==> src/hw/rtl/dtt_pkg.sv <==
package dtt_pkg;

    localparam int MaxDet    = 16;
    localparam int MaxTrk    = 16;
    localparam int WinLen    = 20;
    localparam int DetIdxW   = $clog2(MaxDet);
    localparam int TrkIdxW   = $clog2(MaxTrk);
    localparam int DetCntW   = $clog2(MaxDet + 1);
    localparam int TrkCntW   = $clog2(MaxTrk + 1);
    localparam int CoordW    = 10;
    localparam int IdentW    = 16;
    localparam int SeenW     = 5;
    localparam int CfgIdxW   = 8;
    localparam int DistW     = 2 * CoordW + 1;

    localparam logic [CfgIdxW-1:0] REG_DEDUP = 8'd0;
    localparam logic [CfgIdxW-1:0] REG_MATCH = 8'd1;

    localparam logic [CoordW-1:0] DEDUP_RESET = 10'd20;
    localparam logic [CoordW-1:0] MATCH_RESET = 10'd10;

    typedef struct packed {
        logic [CoordW-1:0] det_x;
        logic [CoordW-1:0] det_y;
        logic              has_detection;
        logic              end_of_frame;
    } det_beat_t;

    typedef struct packed {
        logic              track_valid;
        logic [IdentW-1:0] track_ident;
        logic [CoordW-1:0] track_x;
        logic [CoordW-1:0] track_y;
        logic [SeenW-1:0]  seen_count;
        logic              dropped;
        logic              last_result;
    } trk_beat_t;

    typedef struct packed {
        logic [CfgIdxW-1:0] index;
        logic [CoordW-1:0]  data;
    } cfg_beat_t;

    typedef enum logic [2:0] {
        ST_IDLE,
        ST_DEDUP,
        ST_MATCH,
        ST_SHIFT,
        ST_APPEND,
        ST_EMIT,
        ST_EMIT_WAIT
    } state_t;

    function automatic logic [SeenW-1:0] sat_ones(input logic [WinLen-1:0] w);
        logic [$clog2(WinLen+1)-1:0] n;
        n = '0;
        for (int i = 0; i < WinLen; i++) begin
            n = n + {{($clog2(WinLen+1)-1){1'b0}}, w[i]};
        end
        if (32'(n) > 31) begin
            return SeenW'(31);
        end
        return SeenW'(n);
    endfunction

endpackage

==> src/hw/rtl/dtt_if.sv <==
interface dtt_det_if;
    logic              valid;
    logic              ready;
    dtt_pkg::det_beat_t data;
    modport source (output valid, output data, input ready);
    modport sink (input valid, input data, output ready);
endinterface

interface dtt_trk_if;
    logic              valid;
    logic              ready;
    dtt_pkg::trk_beat_t data;
    modport source (output valid, output data, input ready);
    modport sink (input valid, input data, output ready);
endinterface

interface dtt_cfg_if;
    logic              valid;
    logic              ready;
    dtt_pkg::cfg_beat_t data;
    modport source (output valid, output data, input ready);
    modport sink (input valid, input data, output ready);
endinterface

==> src/hw/rtl/dtt_dist.sv <==
// shared distance unit: registered |a-b|^2 sum compared to r^2
module dtt_dist (
    input  logic                       clk,
    input  logic [dtt_pkg::CoordW-1:0] ax,
    input  logic [dtt_pkg::CoordW-1:0] ay,
    input  logic [dtt_pkg::CoordW-1:0] bx,
    input  logic [dtt_pkg::CoordW-1:0] by,
    input  logic [dtt_pkg::CoordW-1:0] radius,
    output logic                       near
);
    import dtt_pkg::*;

    logic [CoordW-1:0]   dx, dy;
    logic [2*CoordW-1:0] sqx_reg, sqy_reg, sqr_reg;

    assign dx = (ax > bx) ? ax - bx : bx - ax;
    assign dy = (ay > by) ? ay - by : by - ay;

    always_ff @(posedge clk)
    begin
        sqx_reg <= dx * dx;
        sqy_reg <= dy * dy;
        sqr_reg <= radius * radius;
    end

    assign near = ({1'b0, sqx_reg} + {1'b0, sqy_reg}) < {1'b0, sqr_reg};
endmodule

==> src/hw/rtl/detection_track_table_unit.sv <==
// Detection track table. Detections of one frame stream in, one beat each, at one
// cycle per beat. The beat with end_of_frame starts the frame update, run on one
// shared distance unit, followed by one result beat per track (one beat when the
// table is empty). No input is taken during the update and emission.
module detection_track_table_unit (
    input  logic   clk,
    input  logic   rst_n,
    dtt_det_if.sink   det,
    dtt_trk_if.source trk,
    dtt_cfg_if.sink   cfg
);
    import dtt_pkg::*;

    state_t state_reg, state_next;

    logic [CoordW-1:0] dedup_reg, match_reg;
    logic [CoordW-1:0] fx_reg [MaxDet];
    logic [CoordW-1:0] fy_reg [MaxDet];
    logic [MaxDet-1:0] keep_reg, keep_next, matched_reg, matched_next;
    logic [DetCntW-1:0] fcnt_reg, fcnt_next;
    logic over_reg, over_next;

    logic [MaxTrk-1:0] ev_reg;
    logic [CoordW-1:0] ex_reg [MaxTrk];
    logic [CoordW-1:0] ey_reg [MaxTrk];
    logic [WinLen-1:0] ew_reg [MaxTrk];
    logic [IdentW-1:0] eid_reg [MaxTrk];
    logic [IdentW-1:0] idc_reg, idc_next;

    logic [DetCntW-1:0] i_reg, i_next, j_reg, j_next;
    logic [TrkCntW-1:0] t_reg, t_next, w_reg, w_next;
    logic phase_reg, phase_next, seen_reg, seen_next;

    logic [CoordW-1:0] ax, ay, bx, by, rad;
    logic near;

    dtt_dist u_dist (
        .clk(clk), .ax(ax), .ay(ay), .bx(bx), .by(by), .radius(rad), .near(near)
    );

    logic [DetIdxW-1:0] ii, jj;
    logic [TrkIdxW-1:0] ti, wi;
    assign ii = i_reg[DetIdxW-1:0];
    assign jj = j_reg[DetIdxW-1:0];
    assign ti = t_reg[TrkIdxW-1:0];
    assign wi = w_reg[TrkIdxW-1:0];

    logic [WinLen-1:0] shifted;
    assign shifted = {ew_reg[ti][WinLen-2:0], seen_reg};

    logic det_fire;
    assign det.ready = (state_reg == ST_IDLE);
    assign det_fire = det.valid && det.ready;
    assign cfg.ready = 1'b1;

    always_comb
    begin
        ax = fx_reg[ii];
        ay = fy_reg[ii];
        rad = dedup_reg;
        if (state_reg == ST_MATCH)
        begin
            ax = ex_reg[ti];
            ay = ey_reg[ti];
            rad = match_reg;
        end
        bx = fx_reg[jj];
        by = fy_reg[jj];
    end

    // control
    always_comb
    begin
        state_next = state_reg;
        keep_next = keep_reg;
        matched_next = matched_reg;
        fcnt_next = fcnt_reg;
        over_next = over_reg;
        idc_next = idc_reg;
        i_next = i_reg;
        j_next = j_reg;
        t_next = t_reg;
        w_next = w_reg;
        phase_next = phase_reg;
        seen_next = seen_reg;
        unique case (state_reg)
            ST_IDLE:
            begin
                if (det_fire)
                begin
                    if (det.data.has_detection)
                    begin
                        if (fcnt_reg < DetCntW'(MaxDet))
                        begin
                            fcnt_next = fcnt_reg + 1'b1;
                            keep_next[fcnt_reg[DetIdxW-1:0]] = 1'b1;
                        end
                        else
                        begin
                            over_next = 1'b1;
                        end
                    end
                    if (det.data.end_of_frame)
                    begin
                        matched_next = '0;
                        i_next = '0;
                        j_next = DetCntW'(1);
                        phase_next = 1'b0;
                        state_next = ST_DEDUP;
                    end
                end
            end
            ST_DEDUP:
            begin
                if (i_reg >= fcnt_reg || j_reg >= fcnt_reg)
                begin
                    if (i_reg >= fcnt_reg)
                    begin
                        t_next = '0;
                        w_next = '0;
                        j_next = '0;
                        seen_next = 1'b0;
                        phase_next = 1'b0;
                        state_next = ST_MATCH;
                    end
                    else
                    begin
                        i_next = i_reg + 1'b1;
                        j_next = i_reg + 2'd2;
                    end
                end
                else if (!phase_reg)
                begin
                    phase_next = 1'b1;
                end
                else
                begin
                    phase_next = 1'b0;
                    if (near)
                    begin
                        keep_next[ii] = 1'b0;
                    end
                    j_next = j_reg + 1'b1;
                end
            end
            ST_MATCH:
            begin
                if (t_reg >= TrkCntW'(MaxTrk))
                begin
                    j_next = '0;
                    state_next = ST_APPEND;
                end
                else if (!ev_reg[ti])
                begin
                    t_next = t_reg + 1'b1;
                end
                else if (j_reg >= fcnt_reg)
                begin
                    state_next = ST_SHIFT;
                end
                else if (!phase_reg)
                begin
                    phase_next = 1'b1;
                end
                else
                begin
                    phase_next = 1'b0;
                    if (near && keep_reg[jj])
                    begin
                        seen_next = 1'b1;
                        matched_next[jj] = 1'b1;
                    end
                    j_next = j_reg + 1'b1;
                end
            end
            ST_SHIFT:
            begin
                if (shifted != '0)
                begin
                    w_next = w_reg + 1'b1;
                end
                t_next = t_reg + 1'b1;
                j_next = '0;
                seen_next = 1'b0;
                state_next = ST_MATCH;
            end
            ST_APPEND:
            begin
                if (j_reg >= fcnt_reg)
                begin
                    t_next = '0;
                    state_next = ST_EMIT;
                end
                else
                begin
                    if (keep_reg[jj] && !matched_reg[jj])
                    begin
                        if (w_reg >= TrkCntW'(MaxTrk))
                        begin
                            over_next = 1'b1;
                        end
                        else
                        begin
                            idc_next = idc_reg + 1'b1;
                            w_next = w_reg + 1'b1;
                        end
                    end
                    j_next = j_reg + 1'b1;
                end
            end
            ST_EMIT:
            begin
                state_next = ST_EMIT_WAIT;
            end
            ST_EMIT_WAIT:
            begin
                if (trk.ready)
                begin
                    if (t_reg + 1'b1 >= w_reg)
                    begin
                        keep_next = '0;
                        fcnt_next = '0;
                        over_next = 1'b0;
                        state_next = ST_IDLE;
                    end
                    else
                    begin
                        t_next = t_reg + 1'b1;
                        state_next = ST_EMIT;
                    end
                end
            end
            default:
            begin
                state_next = ST_IDLE;
            end
        endcase
    end

    always_ff @(posedge clk or negedge rst_n)
    begin
        if (!rst_n)
        begin
            state_reg <= ST_IDLE;
            dedup_reg <= DEDUP_RESET;
            match_reg <= MATCH_RESET;
            keep_reg <= '0;
            matched_reg <= '0;
            fcnt_reg <= '0;
            over_reg <= 1'b0;
            idc_reg <= '0;
            i_reg <= '0;
            j_reg <= '0;
            t_reg <= '0;
            w_reg <= '0;
            phase_reg <= 1'b0;
            seen_reg <= 1'b0;
            ev_reg <= '0;
        end
        else
        begin
            state_reg <= state_next;
            keep_reg <= keep_next;
            matched_reg <= matched_next;
            fcnt_reg <= fcnt_next;
            over_reg <= over_next;
            idc_reg <= idc_next;
            i_reg <= i_next;
            j_reg <= j_next;
            t_reg <= t_next;
            w_reg <= w_next;
            phase_reg <= phase_next;
            seen_reg <= seen_next;
            if (cfg.valid)
            begin
                if (cfg.data.index == REG_DEDUP)
                begin
                    dedup_reg <= cfg.data.data;
                end
                else if (cfg.data.index == REG_MATCH)
                begin
                    match_reg <= cfg.data.data;
                end
            end
            if (state_reg == ST_MATCH && t_reg >= TrkCntW'(MaxTrk))
            begin
                for (int k = 0; k < MaxTrk; k++)
                begin
                    ev_reg[k] <= (k < 32'(w_reg));
                end
            end
            if (state_reg == ST_APPEND && j_reg < fcnt_reg && keep_reg[jj]
                && !matched_reg[jj] && w_reg < TrkCntW'(MaxTrk))
            begin
                ev_reg[wi] <= 1'b1;
            end
        end
    end

    // table and frame storage
    always_ff @(posedge clk)
    begin
        if (det_fire && det.data.has_detection && fcnt_reg < DetCntW'(MaxDet))
        begin
            fx_reg[fcnt_reg[DetIdxW-1:0]] <= det.data.det_x;
            fy_reg[fcnt_reg[DetIdxW-1:0]] <= det.data.det_y;
        end
        if (state_reg == ST_SHIFT && shifted != '0)
        begin
            ex_reg[wi] <= ex_reg[ti];
            ey_reg[wi] <= ey_reg[ti];
            ew_reg[wi] <= shifted;
            eid_reg[wi] <= eid_reg[ti];
        end
        if (state_reg == ST_APPEND && j_reg < fcnt_reg && keep_reg[jj]
            && !matched_reg[jj] && w_reg < TrkCntW'(MaxTrk))
        begin
            ex_reg[wi] <= fx_reg[jj];
            ey_reg[wi] <= fy_reg[jj];
            ew_reg[wi] <= '0;
            eid_reg[wi] <= idc_reg + 1'b1;
        end
    end

    // output beat
    logic empty;
    assign empty = (w_reg == '0);
    assign trk.valid = (state_reg == ST_EMIT_WAIT);
    always_comb
    begin
        trk.data.track_valid = !empty;
        trk.data.track_ident = empty ? '0 : eid_reg[ti];
        trk.data.track_x = empty ? '0 : ex_reg[ti];
        trk.data.track_y = empty ? '0 : ey_reg[ti];
        trk.data.seen_count = empty ? '0 : sat_ones(ew_reg[ti]);
        trk.data.dropped = over_reg;
        trk.data.last_result = empty || (t_reg + 1'b1 >= w_reg);
    end
endmodule

==> src/flat_wrapper.sv <==
// flat-port wrapper written by rule: the top's interface ports become plain ports
module detection_track_table_unit_flat import dtt_pkg::*;
  (clk, rst_n, det_valid, det_data, det_ready, trk_valid, trk_data, trk_ready, cfg_valid, cfg_data, cfg_ready);
  dtt_det_if det_i ();
  dtt_trk_if trk_i ();
  dtt_cfg_if cfg_i ();
  input  logic clk;
  input  logic rst_n;
  input wire logic [$bits(det_i.valid)-1:0] det_valid;
  input wire logic [$bits(det_i.data)-1:0] det_data;
  output wire logic [$bits(det_i.ready)-1:0] det_ready;
  output wire logic [$bits(trk_i.valid)-1:0] trk_valid;
  output wire logic [$bits(trk_i.data)-1:0] trk_data;
  input wire logic [$bits(trk_i.ready)-1:0] trk_ready;
  input wire logic [$bits(cfg_i.valid)-1:0] cfg_valid;
  input wire logic [$bits(cfg_i.data)-1:0] cfg_data;
  output wire logic [$bits(cfg_i.ready)-1:0] cfg_ready;
  assign det_i.valid = det_valid;
  assign det_i.data = det_data;
  assign det_ready = det_i.ready;
  assign trk_valid = trk_i.valid;
  assign trk_data = trk_i.data;
  assign trk_i.ready = trk_ready;
  assign cfg_i.valid = cfg_valid;
  assign cfg_i.data = cfg_data;
  assign cfg_ready = cfg_i.ready;
  detection_track_table_unit u_core (.clk(clk), .rst_n(rst_n), .det(det_i), .trk(trk_i), .cfg(cfg_i));
endmodule
==> config.mk <==
export PLATFORM = sky130hd
export DESIGN_NAME = detection_track_table_unit_flat
export DESIGN_NICKNAME = d
export VERILOG_FILES = /design/src/hw/rtl/dtt_pkg.sv /design/src/hw/rtl/dtt_if.sv /design/src/hw/rtl/dtt_dist.sv /design/src/hw/rtl/detection_track_table_unit.sv /design/src/flat_wrapper.sv
export SDC_FILE = /design/constraint.sdc
export NUM_CORES = 2
export LEC_CHECK = 0
export ABC_AREA = 0
export BUFFER_PORTS_ARGS = -buffer_cell sky130_fd_sc_hd__buf_2
export CAP_MARGIN = 20
export CORE_ASPECT_RATIO = 0.6
export CORE_MARGIN = 2
export CORE_UTILIZATION = 40
export CTS_CLUSTER_SIZE = 40
export DETAILED_ROUTE_END_ITERATION = 10
export SLEW_MARGIN = 20
export SYNTH_ARGS = -nofsm -noshare
export SYNTH_HDL_FRONTEND = slang
export SYNTH_HIERARCHICAL = 1
export SYNTH_SLANG_ARGS = --single-unit
==> constraint.sdc <==
create_clock -name clk -period 26.4 [get_ports clk]
set_input_delay 0 -clock clk [delete_from_list [all_inputs] [get_ports clk]]
set_output_delay 0 -clock clk [all_outputs]
set_load 0.05 [all_outputs]
== Yosys cells after proc, flatten, opt, wreduce, memory -nomap -nowiden ==
Memories as Yosys holds them, arrays and structs flattened.
Cells that the tools add are included.
W data, S select, Z words.

* Bits in registers: 175
* Bits in writable memories: 1216
* Output and inout port bits: 47
* Logic and storage cells: 312
* Memories kept: 6

* $add $sub $neg: 31
* Multipliers: 3
* Order comparisons: 36
* Equal/unequal tests: 37
* Muxes and demuxes: 122
* Bitwise operators: 12
* Reduce and logical (&&, ||, !) cells: 47

{| class="wikitable"
|+ Memory list
! memory !! depth !! bits a word !! read ports !! clocked after Yosys merged registers in !! write ports !! line !! text
|-
| u_core.ew_reg || 16 || 20 || 1 || 0 || 1 || detection_track_table_unit.sv:26 || <nowiki>logic [WinLen-1:0] ew_reg [MaxTrk];</nowiki>
|-
| u_core.eid_reg || 16 || 16 || 1 || 0 || 1 || detection_track_table_unit.sv:27 || <nowiki>logic [IdentW-1:0] eid_reg [MaxTrk];</nowiki>
|-
| u_core.ex_reg || 16 || 10 || 1 || 0 || 1 || detection_track_table_unit.sv:24 || <nowiki>logic [CoordW-1:0] ex_reg [MaxTrk];</nowiki>
|-
| u_core.ey_reg || 16 || 10 || 1 || 0 || 1 || detection_track_table_unit.sv:25 || <nowiki>logic [CoordW-1:0] ey_reg [MaxTrk];</nowiki>
|-
| u_core.fx_reg || 16 || 10 || 2 || 0 || 1 || detection_track_table_unit.sv:17 || <nowiki>logic [CoordW-1:0] fx_reg [MaxDet];</nowiki>
|-
| u_core.fy_reg || 16 || 10 || 2 || 0 || 1 || detection_track_table_unit.sv:18 || <nowiki>logic [CoordW-1:0] fy_reg [MaxDet];</nowiki>
|}

{| class="wikitable"
|+ Operators by type and width
! cell !! count
|-
| $mux W16 || 19
|-
| $mux W5 || 30
|-
| $add A5 B1 Y5 || 18
|-
| $mux W10 || 9
|-
| $mul A10 B10 Y20 || 3
|-
| $pmux W5 S5 || 2
|-
| $or A16 B16 Y16 || 3
|-
| $pmux W16 S3 || 1
|-
| $lt A4 B5 Y1 const A || 8
|-
| $sub A10 B10 Y10 || 4
|-
| $mux W1 || 35
|-
| $pmux W16 S2 || 1
|-
| $reduce_and A8 Y1 || 4
|-
| $mux W3 || 10
|-
| $ne A2 B1 Y1 const B || 13
|-
| $ne A2 B2 Y1 const B || 13
|-
| $add A5 B1 Y5 const B || 5
|-
| $lt A4 B5 Y1 const B || 5
|-
| $add A20 B20 Y21 || 1
|-
| $lt A21 B20 Y1 || 1
|-
| $pmux W3 S7 || 1
|-
| $gt A10 B10 Y1 || 2
|-
| $lt A3 B5 Y1 const A || 4
|-
| $mux W20 || 1
|-
| 42 further kinds || 95
|}

== Longest topological paths before layout ==
An unclocked memory read counts as a cell.

* Depth after elaboration: 21
* Gate-level depth with buffers: 42
* Mapped depth without buffers: 34

== By module ==
Netlist, hierarchy kept.

{| class="wikitable"
|+ Modules (own cells, without submodules)
! module !! times used !! cells an instance !! area an instance (µm²) !! sequential area each (µm²)
|-
| detection_track_table_unit || 1 || 2884 || 56518.0 || 39397.8
|-
| dtt_dist || 1 || 1341 || 11722.5 || 1141.1
|}

== Least setup slack after synthesis ==
OpenSTA, ideal clock, no wires.

* Path type: register -> register
* From: reg u_core.t_reg[1]
* To: reg u_core.u_dist.sqx_reg[19]
* Setup time: 0.120 ns
* Data arrival time: 9.443 ns
* Data required time: 26.280 ns
* Setup slack: 16.837 ns
* Cell stages (with the launch flop): 39
* Path buffers: 8
* Period minus slack after synthesis: 9.563 ns
* Cells stage by stage: dfrtp_1 > buf_4 > buf_4 > buf_2 > clkbuf_1 > clkbuf_1 > buf_1 > mux4_2 > mux4_2 > mux2_2 > inv_1 > ha_1 > inv_1 > fa_1 > a21o_1 > a221o_1 > o211ai_4 > buf_4 > [3 not listed] > clkbuf_1 > nor2_1 > fa_1 > inv_1 > fa_1 > fa_1 > inv_1 > fa_1 > fa_1 > ha_1 > a211oi_1 > nand2_1 > o21ai_0 > a31oi_1 > a311o_1 > a31o_1 > a21o_1 > xor2_1

* Longest elaborated chain between the ends: 5

{| class="wikitable"
|+ Ends and longest elaborated chain
! item !! line !! text
|-
| start, declared || detection_track_table_unit.sv:31 || <nowiki>logic [TrkCntW-1:0] t_reg, t_next, w_reg, w_next;</nowiki>
|-
| start signal, assigned || detection_track_table_unit.sv:270 || <nowiki>t_reg <= t_next;</nowiki>
|-
| $mem_v2 Z16 W10 * || n/a ||
|-
| $mux W10 * || detection_track_table_unit.sv:61 || <nowiki>if (state_reg == ST_MATCH)</nowiki>
|-
| via u_core.ax[0] || detection_track_table_unit.sv:34 || <nowiki>logic [CoordW-1:0] ax, ay, bx, by, rad;</nowiki>
|-
| $sub A10 B10 Y10 / $gt A10 B10 Y1 (equally long branches) || dtt_dist.sv:16 || <nowiki>assign dx = (ax > bx) ? ax - bx : bx - ax;</nowiki>
|-
| $mux W10 * || dtt_dist.sv:16 ||
|-
| $mul A10 B10 Y20 * || dtt_dist.sv:21 || <nowiki>sqx_reg <= dx * dx;</nowiki>
|-
| end signal, assigned || dtt_dist.sv:21 ||
|-
| end, declared || dtt_dist.sv:14 || <nowiki>logic [2*CoordW-1:0] sqx_reg, sqy_reg, sqr_reg;</nowiki>
|}

Mark *: on every way through the listed nets, which the timed path passes. The rest lies on a longest branch.
A chain may end at the register's enable or synchronous reset.

== Final worst setup path ==
* From: reg u_core.t_reg[0]
* To: reg u_core.u_dist.sqy_reg[18]

* Longest elaborated chain between the ends: 5

{| class="wikitable"
|+ Ends and longest elaborated chain
! item !! line !! text
|-
| $mem_v2 Z16 W10 * || n/a ||
|-
| $mux W10 * || detection_track_table_unit.sv:61 ||
|-
| via u_core.ay[6] || detection_track_table_unit.sv:34 ||
|-
| $sub A10 B10 Y10 / $gt A10 B10 Y1 (equally long branches) || dtt_dist.sv:17 || <nowiki>assign dy = (ay > by) ? ay - by : by - ay;</nowiki>
|-
| $mux W10 * || dtt_dist.sv:17 ||
|-
| $mul A10 B10 Y20 * || dtt_dist.sv:22 || <nowiki>sqy_reg <= dy * dy;</nowiki>
|-
| end signal, assigned || dtt_dist.sv:22 ||
|-
| end, declared || dtt_dist.sv:14 ||
|}

Marked as above.

==> results.py <==
metrics = {
    "outcome": {
        "status": "finished, final reports clean",
    },
    "cts": {
        "clkSlewWorstSetupHoldPaths_ns": 0.06,
        "ctsRootBufferMaster": "clkbuf_16",
        "clk_latency_ns": 0.82,
        "cts_inserted_buffers": 144,
        "cts_tree": "built",
        "cts.sinks": 1388,
        "cts_setup_buffers": 0,
        "cts_buffer_depth": 4,
        "h-tree-depth": 4,
    },
    "sta": {
        "tightest_slew_ns": 1.10,
        "finalHoldViolations": 0,
        "fmaxAchievable_ghz": 0.0880,
        "min_period_over_period_pct": 43.0,
        "slew-limit-headroom_pct": 26.2,
        "setup_viol": 0,
        "fin_tns_setup_ns": 0,
        "maxSlewViolCount": 0,
        "finClkSkew_ns": 0.105,
        "period_needed_ns": 11.36,
        "rsz0062_at_grt": "no",
        "layout_setup_ws_ns": 15.04,
    },
    "route": {
        "routed_wl_mm": 173,
        "vias": 38400,
        "drc_errors": 0,
        "wl_per_cell_um": 25.6,
        "drt_iter0_drc": 4150,
        "postRouteAntennaNets": 0,
        "via_per_inst": 5.67,
        "first_pass_iters": 5,
    },
    "setup_path": {
        "crit_slowest_cell": "dfrtp_4",
        "critPathLaunchType": "flop",
        "critical_path.max_fanout": 46,
        "critPathRequiredTime_ns": 27.10,
        "crit_type": "reg2reg",
        "crit_arrival_ns": 12.06,
        "worst_path_most_repeated_cell": "fa_1",
        "slowest_delay_ns": 0.94,
        "worst_setup_path_end_kind": "flop",
    },
    "placement": {
        "gp_congestion": 0.835,
        "io_buffers": 90,
        "place_ws_ns": 15.03,
        "hpwl_mm": 107,
    },
    "logic_synthesis": {
        "syn_avg_cell_area_um2": 16.2,
        "synth_area_leaders": "edfxtp_1 54%, mux4_2 15%, fa_1 4.7%",
        "ys_warn_count": 6,
        "yosysMostFrequentCell": "edfxtp_1",
        "dominantRegCellSynth": "edfxtp_1",
        "synthCells": 4225,
        "yosys-top-cells-count": "1216 x edfxtp_1, 459 x mux4_2, 322 x inv_1, 255 x ha_1, 255 x nand2_1",
        "synth_seq_cells": 1388,
        "yosysTopAreaCellShare_pct": 53.5,
        "synth_nets": 4686,
        "synth_edf_count": 1216,
        "yosys.area.top_type": "edfxtp_1",
        "yosysSeqAreaShare_pct": 59.4,
        "ys_types": 89,
        "ys_async_sr_fraction_pct": 8.29,
        "netlist_area_um2": 68200,
    },
    "floorplan": {
        "die_height_um": 324,
        "start_util_pct": 40.3,
        "die_w_um": 537,
        "die-area_um2": 174000,
        "ios": 92,
        "row_count": 117,
        "fp.coreArea_um2": 170000,
    },
    "grt": {
        "grt_first_pass_wirelength_mm": 257,
        "antenna_found_initial": 8,
        "grt_max_degree": 128,
        "grt_pass1_vias": 38000,
        "grt_usage_pct": 20.0,
        "gr-total-overflow": 0,
    },
    "worst_hold_path": {
        "hold_class": "in2reg",
    },
    "layout": {
        "largest_reg_flops": 320,
        "drive_gt1_share_pct": 21.7,
        "nets": 4858,
        "syn_to_final_growth_pct": 12.0,
    },
    "run": {
        "maxCapViolations": 0,
    },
}
-- stage by stage --
| step | hold WS [ns] | area [um^2] | util, % | cells |
|---|---|---|---|---|
| after global placement | 0.0259 | 71500 | 42.2 | 6468 |
| after floorplan | -0.296 | 68200 | - | 4225 |
| after global routing | 0.0475 | 76400 | 45.1 | 6762 |
| final | 0.0618 | 76400 | 45.1 | 6762 |
| after detailed placement | 0.0416 | 71500 | 42.2 | 6469 |
| after CTS | 0.0177 | 76400 | 45.1 | 6760 |
-- final cells by class --
class                           instances  area (um^2)
Multi-Input combinational cell       2323        25800
Inverter                              324         1220
Fill cell                           14700        93100
Sequential cell                      1388        40600
Clock buffer                          170         3760
Antenna cell                            1         2.50
Tap cell                             2261         2830
Clock inverter                         79          668
Timing Repair Buffer                  216         1570
-- cells by family after synthesis --
kind of cell,Yosys count,synth area share [%]
AND/OR/NAND/NOR,768,5.25
other,1,0.00550
XOR/XNOR,136,1.76
adder cells (fa/ha/maj),416,9.40
multiplexers,555,16.9
AO/OA/AOI/OAI,447,4.17
buffers and inverters,514,3.11
flip-flops,1388,59.4
-- worst paths after layout --
path	startpoint	to	slack [ns]	cells past startpoint
worst max register to register	u_core/t_reg[0]	u_core/u_dist/sqy_reg[18]	15.04	30
worst min-delay path	cfg_data[6]	u_core/match_reg[6]	0.06	3
max in group asynchronous	rst_n	u_core/i_reg[1]	25.09	4
worst max-delay path	u_core/t_reg[0]	u_core/u_dist/sqy_reg[18]	15.04	30
worst min register to register	u_core/matched_reg[11]	u_core/matched_reg[11]	0.47	2
min in group asynchronous	rst_n	u_core/ev_reg[9]	0.40	4
-- layout by cell type, fill, tap and decap left out, types with 26 or more instances in the layout --
cell type / instances
nand2_1: 255
mux2_2: 53
mux2i_1: 32
dfrtp_1: 99
fa_1: 161
edfxtp_1: 1216
clkbuf_16: 147
buf_4: 81
ha_1: 255
dlygate4sd3_1: 41
nand3_1: 52
nor2_1: 186
clkinv_1: 34
buf_2: 89
and2_1: 81
nor3_1: 28
xor2_1: 47
nor2b_1: 26
dfxtp_1: 57
a21oi_1: 125
xnor2_1: 88
inv_1: 321
o21ai_0: 125
mux4_2: 459
a21o_1: 40
-- worst max-delay path, delay by kind of cell (launching register included) --
kind	cells	cell delay [ns]
AO/OA/AOI/OAI	9	2.39
XOR/XNOR	2	0.78
adder cells (fa/ha/maj)	7	3.19
buffers and inverters	6	1.72
flip-flops	1	0.94
multiplexers	4	1.77
AND/OR/NAND/NOR	2	0.34
-- timing repair --
item                                   in CTS  in global routing
endpoints found under the hold margin     425                  0
hold buffers                               42                  0
resized for setup                           0                  0
-- metal layers --
layer | part of all wire [%] | global-route usage, % | vias to the layer above
met3 | 9.2 | 5.12 | 221
met4 | 1.8 | 4.07 | 8
li1 | - | - | 16500
met1 | 48 | 32.0 | 20100
met5 | 0.024 | 0.137 | -
met2 | 41 | 27.2 | 1511
Power is not shown: default switching activity piles up to over one toggle a cycle in this logic, so the estimate is an artifact.
